File: config.mk
export PLATFORM = sky130hd
export DESIGN_NAME = sorted_priority_queue
export DESIGN_NICKNAME = d
export VERILOG_FILES = /design/src/spq_pkg.sv /design/src/spq_ctrl.sv /design/src/spq_datapath.sv /design/src/sorted_priority_queue.sv
export SDC_FILE = /design/constraint.sdc
export NUM_CORES = 2
export LEC_CHECK = 0
export ABC_AREA = 1
export ABC_CLOCK_PERIOD_IN_PS = 13700
export BUFFER_PORTS_ARGS = -buffer_cell sky130_fd_sc_hd__buf_2
export CORE_ASPECT_RATIO = 1.2
export CORE_MARGIN = 2
export CORE_UTILIZATION = 65
export CTS_CLUSTER_DIAMETER = 200
export DETAILED_ROUTE_END_ITERATION = 10
export HOLD_SLACK_MARGIN = 0.02
export PLACE_DENSITY = 0.8
export REMOVE_ABC_BUFFERS = 1
export SLEW_MARGIN = 15
export SYNTH_ARGS = -nofsm -noshare
export SYNTH_HDL_FRONTEND = slang
export SYNTH_SLANG_ARGS = --single-unit
File: constraint.sdc
create_clock -name i_clk -period 13.7 [get_ports i_clk]
set_input_delay 1.37 -clock i_clk [delete_from_list [all_inputs] [get_ports i_clk]]
set_output_delay 1.37 -clock i_clk [all_outputs]
set_load 0.03 [all_outputs]
File: src/spq_pkg.sv
// Shared types and codes for the sorted priority queue.
package spq_pkg;

    typedef enum logic [0:0] {
        S_IDLE,
        S_WORK
    } t_state;

    typedef enum logic [1:0] {
        ST_DONE  = 2'd0,
        ST_FULL  = 2'd1,
        ST_EMPTY = 2'd2
    } t_status;

    localparam logic REQ_ENQ = 1'b0;
    localparam logic REQ_DEQ = 1'b1;

    typedef struct packed {
        logic    load;
        logic    report;
        logic    do_enq;
        logic    do_deq;
        t_status code;
    } t_cmd;

    typedef struct packed {
        logic req_deq;
        logic full;
        logic empty;
    } t_dp_status;

endpackage

File: src/spq_ctrl.sv
// Controller state machine that sequences each request through the datapath.
module spq_ctrl (
    input  logic               i_clk,
    input  logic               i_rst_n,
    input  logic               start,
    output logic               busy,
    input  spq_pkg::t_dp_status i_dp_status,
    output spq_pkg::t_cmd      o_cmd
);
    import spq_pkg::*;

    t_state r_state;
    t_state n_state;

    always_ff @(posedge i_clk) begin
        if (!i_rst_n) begin
            r_state <= S_IDLE;
        end else begin
            r_state <= n_state;
        end
    end

    always_comb begin
        n_state = r_state;
        unique case (r_state)
            S_IDLE: begin
                if (start) begin
                    n_state = S_WORK;
                end
            end
            S_WORK: begin
                n_state = S_IDLE;
            end
            default: begin
                n_state = S_IDLE;
            end
        endcase
    end

    always_comb begin
        busy         = 1'b0;
        o_cmd.load   = 1'b0;
        o_cmd.report = 1'b0;
        o_cmd.do_enq = 1'b0;
        o_cmd.do_deq = 1'b0;
        o_cmd.code   = ST_DONE;
        unique case (r_state)
            S_IDLE: begin
                o_cmd.load = start;
            end
            S_WORK: begin
                busy         = 1'b1;
                o_cmd.report = 1'b1;
                if (i_dp_status.req_deq) begin
                    o_cmd.do_deq = !i_dp_status.empty;
                    o_cmd.code   = i_dp_status.empty ? ST_EMPTY : ST_DONE;
                end else begin
                    o_cmd.do_enq = !i_dp_status.full;
                    o_cmd.code   = i_dp_status.full ? ST_FULL : ST_DONE;
                end
            end
            default: begin
                busy = 1'b0;
            end
        endcase
    end

endmodule

File: src/spq_datapath.sv
// Datapath with the sorted row of entry cells, the fill count and the result registers.
module spq_datapath #(
    parameter int CAPACITY   = 16,
    parameter int VALUE_BITS = 32,
    parameter int PRIO_BITS  = 8,
    parameter int CNT_W      = $clog2(CAPACITY + 1)
) (
    input  logic                   i_clk,
    input  logic                   i_rst_n,
    input  spq_pkg::t_cmd          i_cmd,
    output spq_pkg::t_dp_status    o_dp_status,
    input  logic                   i_req_type,
    input  logic [VALUE_BITS-1:0]  i_item_value,
    input  logic [PRIO_BITS-1:0]   i_item_priority,
    output logic                   o_strobe,
    output logic [VALUE_BITS-1:0]  o_out_value,
    output logic [PRIO_BITS-1:0]   o_out_priority,
    output logic [1:0]             o_status,
    output logic [CNT_W-1:0]       o_fill_count
);
    import spq_pkg::*;

    localparam logic [CNT_W-1:0] CAP_CNT = CNT_W'(CAPACITY);

    logic                  r_req_type;
    logic [VALUE_BITS-1:0] r_req_value;
    logic [PRIO_BITS-1:0]  r_req_prio;

    logic [VALUE_BITS-1:0] r_val [CAPACITY];
    logic [PRIO_BITS-1:0]  r_pri [CAPACITY];
    logic [CAPACITY-1:0]   ge;

    logic [CNT_W-1:0]      r_count;
    logic [CNT_W-1:0]      n_count;

    logic                  r_strobe;
    logic [VALUE_BITS-1:0] r_out_value;
    logic [PRIO_BITS-1:0]  r_out_priority;
    logic [1:0]            r_status;
    logic [CNT_W-1:0]      r_fill_count;

    always_ff @(posedge i_clk) begin
        if (i_cmd.load) begin
            r_req_type  <= i_req_type;
            r_req_value <= i_item_value;
            r_req_prio  <= i_item_priority;
        end
    end

    assign o_dp_status.req_deq = (r_req_type == REQ_DEQ);
    assign o_dp_status.full    = (r_count >= CAP_CNT);
    assign o_dp_status.empty   = (r_count == '0);

    // A cell at or past the insertion point takes the new entry or its left neighbor.
    for (genvar i = 0; i < CAPACITY; i++) begin : g_cell
        assign ge[i] = (CNT_W'(i) >= r_count) || (r_pri[i] > r_req_prio);

        always_ff @(posedge i_clk) begin
            if (i_cmd.do_enq && ge[i]) begin
                if (i == 0) begin
                    r_val[i] <= r_req_value;
                    r_pri[i] <= r_req_prio;
                end else if (!ge[(i == 0) ? 0 : i - 1]) begin
                    r_val[i] <= r_req_value;
                    r_pri[i] <= r_req_prio;
                end else begin
                    r_val[i] <= r_val[(i == 0) ? 0 : i - 1];
                    r_pri[i] <= r_pri[(i == 0) ? 0 : i - 1];
                end
            end else if (i_cmd.do_deq && (i < CAPACITY - 1)) begin
                r_val[i] <= r_val[(i < CAPACITY - 1) ? i + 1 : i];
                r_pri[i] <= r_pri[(i < CAPACITY - 1) ? i + 1 : i];
            end
        end
    end

    always_comb begin
        n_count = r_count;
        if (i_cmd.do_enq) begin
            n_count = r_count + 1'b1;
        end else if (i_cmd.do_deq) begin
            n_count = r_count - 1'b1;
        end
    end

    always_ff @(posedge i_clk) begin
        if (!i_rst_n) begin
            r_count  <= '0;
            r_strobe <= 1'b0;
        end else begin
            r_count  <= n_count;
            r_strobe <= i_cmd.report;
        end
    end

    always_ff @(posedge i_clk) begin
        if (i_cmd.report) begin
            r_out_value    <= i_cmd.do_deq ? r_val[0] : '0;
            r_out_priority <= i_cmd.do_deq ? r_pri[0] : '0;
            r_status       <= i_cmd.code;
            r_fill_count   <= n_count;
        end
    end

    assign o_strobe       = r_strobe;
    assign o_out_value    = r_out_value;
    assign o_out_priority = r_out_priority;
    assign o_status       = r_status;
    assign o_fill_count   = r_fill_count;

`ifndef ASSERT_OFF
    a_count_bound: assert property (@(posedge i_clk) disable iff (!i_rst_n)
        r_count <= CAP_CNT)
        else $error("fill count exceeds capacity");

    a_enq_grows: assert property (@(posedge i_clk) disable iff (!i_rst_n)
        i_cmd.do_enq |=> r_count == $past(r_count) + 1'b1)
        else $error("enqueue did not add one entry");

    a_empty_report: assert property (@(posedge i_clk) disable iff (!i_rst_n)
        (o_strobe && (o_status == ST_EMPTY)) |-> (o_fill_count == '0))
        else $error("empty dequeue reported with entries held");

    a_sorted_head: assert property (@(posedge i_clk) disable iff (!i_rst_n)
        (i_cmd.do_enq && (r_count == '0)) |=> (r_pri[0] == $past(r_req_prio)))
        else $error("enqueue into empty queue missed the head cell");
`endif

endmodule

File: src/sorted_priority_queue.sv
// Top level of the sorted priority queue: controller and datapath.
// Each request is handled in two states: the cycle start is accepted captures it, and the
// next cycle compares its priority against every held entry in parallel and shifts the
// row of entry cells in one step. The result appears on the cycle after that with
// o_strobe high for one cycle and must be taken then; busy is already low in that cycle,
// so a new request may start alongside it; none is accepted while busy is high.
// Equal priorities leave in arrival order; an enqueue to a full queue reports status 1
// and a dequeue from an empty queue reports status 2, neither changing the contents.
module sorted_priority_queue #(
    parameter int CAPACITY   = 16,
    parameter int VALUE_BITS = 32,
    parameter int PRIO_BITS  = 8
) (
    input  logic                              i_clk,
    input  logic                              i_rst_n,
    input  logic                              start,
    output logic                              busy,
    input  logic                              i_req_type,
    input  logic [VALUE_BITS-1:0]             i_item_value,
    input  logic [PRIO_BITS-1:0]              i_item_priority,
    output logic                              o_strobe,
    output logic [VALUE_BITS-1:0]             o_out_value,
    output logic [PRIO_BITS-1:0]              o_out_priority,
    output logic [1:0]                        o_status,
    output logic [$clog2(CAPACITY + 1)-1:0]   o_fill_count
);
    import spq_pkg::*;

    t_cmd       cmd;
    t_dp_status dp_status;

    spq_ctrl u_ctrl (
        .i_clk       (i_clk),
        .i_rst_n     (i_rst_n),
        .start       (start),
        .busy        (busy),
        .i_dp_status (dp_status),
        .o_cmd       (cmd)
    );

    spq_datapath #(
        .CAPACITY   (CAPACITY),
        .VALUE_BITS (VALUE_BITS),
        .PRIO_BITS  (PRIO_BITS),
        .CNT_W      ($clog2(CAPACITY + 1))
    ) u_datapath (
        .i_clk           (i_clk),
        .i_rst_n         (i_rst_n),
        .i_cmd           (cmd),
        .o_dp_status     (dp_status),
        .i_req_type      (i_req_type),
        .i_item_value    (i_item_value),
        .i_item_priority (i_item_priority),
        .o_strobe        (o_strobe),
        .o_out_value     (o_out_value),
        .o_out_priority  (o_out_priority),
        .o_status        (o_status),
        .o_fill_count    (o_fill_count)
    );

endmodule

==> summary.md <==
| Metric | Value |
|---|---|
| WHS | about 0.51 ns |
| Sequential share of power | 49.9% |
| Root buffer cell | clkbuf_16 |
| Hold Vio Cnt, Final | 0 |
| Flops & latches, synth | 735 |
| Sequential area share after synthesis | 54.6% |
| Setup Buffers After CTS | 0 |
| H-tree levels | 3 |
| Buffers on Ports | 92 |
| Grt ovf | 0 |
| Syn Area/Cell | 8.95 um2 |
| F_max | 0.183 GHz |
| Die area | 64000 um2 |
| Clock Power Share | about two fifths |
| Combinational share of power | 11.3% |
| Gr usage total | 39.8% |
| CTS max path bufs | 3 |
| Status | completed |
| Critical Path Start Type | register |
| Iter 0 DRT Violations | 6718 |
| Critical Path, Cell by Cell | inv_1 > ha_1 > nand2_1 > nor2_1 > nand2_1 > nand2_1 > nand2_1 > nand2_2 > buf_4 > nand3_2 > buf_4 > nand2_2 > nand2_1 > nand2_1 |
| Final Max Slew Viols | 0 |
| Clock latency on the worst-skew pair | between 0.6 and 0.7 ns |
| CP Class | register to register |
| Setup TNS Final | 0 ns |
| Final Cycle Share | between 30% and 40% |
| Die H | 277 um |
| Routed wire per std cell | about 25 um |
| Worst-Margin Slew | about 1.2 ns |
| Internal Power | roughly 4 mW |
| Final WL | 129000 um |
| Fillers | approximately 4600 |
| Mapped cell area | around 40000 um2 |
| Crit path capture type | register |
| Max IR drop VDD | approximately 0.12 mV |
| Yosys warns | 0 |
| Final Util | between 70% and 80% |
| I/O Pins | 93 |
| Total placed cells including tap cells | roughly 5000 |
| Worst clock skew | about 0.024 ns |
| TritonCTS buffer count | 76 |
| Routability cong. | between 0.9 and 1 |
| Total power | roughly 5.5 mW |
| Synthesized instance count | about 4500 |
| Initial antenna violation count | 0 |
| Die width | 231 um |
| DRT Pass-1 Iters | 8 |
| Worst Path Arrival | about 6.0 ns |
| Core box area | slightly above 60000 um2 |
| Cell Pwr Density | roughly 130 nW/um2 |
| Crit path top cell by count | nand2_1 |
| Rows | 99 |
| Most frequent cells in the layout | nand2_1, nand3_1, edfxtp_1 |
| Final ANT Viol Nets | 0 |
| Clock Pin Slew Worst Setup and Hold Paths | 0.07 ns |
| CTS tree | done |
| Pin count of the biggest net entering global routing | between 200 and 250 |
| Number of vias per cell | approximately 7 |
| Min cycle time layout | ~5.5 ns |
| Fin nets | around 4500 |
| Synth cell types | 29 |
| DR vias | ~37000 |
| Slowest CP cell | nand2_2 |
| Slew Limit Headroom | between 10% and 20% |
| Starting density of the core | 65.9% |
| CTS resizes | 0 |
| Vias in the first global route | 34600 |
| Synthesis-to-finish area growth | 7.22% |
| Switching Share | roughly 27% |
| Finished Layout Cells | around 5200 |
| Setup violators final | 0 |
| Max-cap violations | 0 |
| Commonest non-fill, non-tap cell in the layout | nand2_1 |
| Layout cells sized above 1 | 7.25% |
| Antenna diode count | 0 |
| Residual DRC | 0 |
| First-pass GRT wire length | around 200000 um |
| CP max stage delay | 0.89 ns |
| Worst-path fanout max | 44 |
| Sw Pwr | 1.46 mW |
| Clock sink count | around 740 |
| HPWL Detailed | 71300 um |
| Required time of the critical path | approximately 14 ns |
| Lkg Pwr | about 17 nW |
| Path type of the worst min-delay path | register to register |
| Unrepaired setup endpoints after global routing | no |
| Cts hold-fix bufs | 0 |
## metal layers
metal	share of wire, %	up-vias	GRT usage [%]
met5	0	-	0
met4	6.6	0	24.5
met3	14	613	8.81
met2	45	3177	59.6
met1	35	17000	53.2
li1	-	15700	-
## through the flow
step	setup slack, ns	cell area (um2)
detailed placement	8.65	40700
finish	8.25	43200
global placement	8.78	40700
floorplan	-11.50	38500
CTS	8.62	43200
global route	8.26	43200
## layout make-up
type	instances	area, um2	area share [%]
multi-input cells	3106	15900	36.8
well taps	808	1010	2.34
flip-flops and latches	735	22000	51.0
repair buffers	155	971	2.25
clock buffers	95	2040	4.72
clock inverters	42	399	0.925
inverters	228	863	2.00
## critical path: cells and delay by family (launching register included)
| kind | cells | cell delay, ns |
|---|---|---|
| adder cells (fa/ha/maj) | 1 | 0.49 |
| AND/OR/NAND/NOR | 10 | 2.50 |
| flip-flops | 1 | 0.65 |
| buffers and inverters | 3 | 1.64 |
## cells in the mapped netlist (all sizes together)
library cell	number	area share (%)
nand4	536	8.3
a21oi	84	1.1
o22ai	2	0.047
buf	203	2.2
nand3	979	12
nor2	151	1.4
o21ai	55	0.68
and2	2	0.031
inv	228	2.1
ha	125	3.9
nor3	3	0.037
nand2	1138	11
edfxtp	728	54
nor4	1	0.016
clkbuf	226	2.1
o21a	13	0.24
xor2	3	0.065
o31ai	2	0.037
dfxtp	7	0.35
a21o	2	0.037
o21bai	10	0.19
## power by group through the flow
stage	Sequential (mW)	Combinational [mW]	Clock, mW
6_report	2.72	0.620	2.12
5_1_grt	2.73	0.674	2.19
4_1_cts	2.72	0.602	2.11
3_5_place_dp	2.76	0.598	0
3_3_place_gp	2.76	0.576	0
2_1_floorplan	2.75	0.406	0
## cell families (layout without fill, tap and decap cells)
family                     count (synthesis)  in the layout  share of synthesized area [%]
adders and majority gates                125            125                           3.88
buffers and inverters                    657            520                           6.48
DFF                                      735            735                           54.6
AOI/OAI and AO/OA                        168            168                           2.31
xor gates and xnor gates                   3              3                         0.0653
and+or+nand+nor                         2810           2810                           32.6
## worst paths after layout
path	from	to	slack [ns]	depth (start not counted)
worst min-delay path	u_datapath.r_val[3][99]	u_datapath.r_val[3][67]	0.51	2
worst max-delay path	u_datapath.r_req_prio[5]	u_datapath.r_val[2][5]	8.25	14
worst min register to register	u_datapath.r_val[3][99]	u_datapath.r_val[3][67]	0.51	2
worst max register to register	u_datapath.r_req_prio[5]	u_datapath.r_val[2][5]	8.25	14
## registers in the layout, indices dropped and copies added, names as in the netlist
signal / cells
u_datapath.o_fill_count: 5
u_datapath.r_val: 512
u_datapath.r_req_value: 32
u_datapath.r_req_prio: 8
u_datapath.r_count: 5
u_datapath.r_req_type: 1
u_datapath.o_status: 2
u_datapath.o_out_priority: 8
u_ctrl.r_state: 1
u_datapath.r_pri: 128
u_datapath.o_out_value: 32
u_datapath.o_strobe: 1
Power figures use the tool's default switching activity.
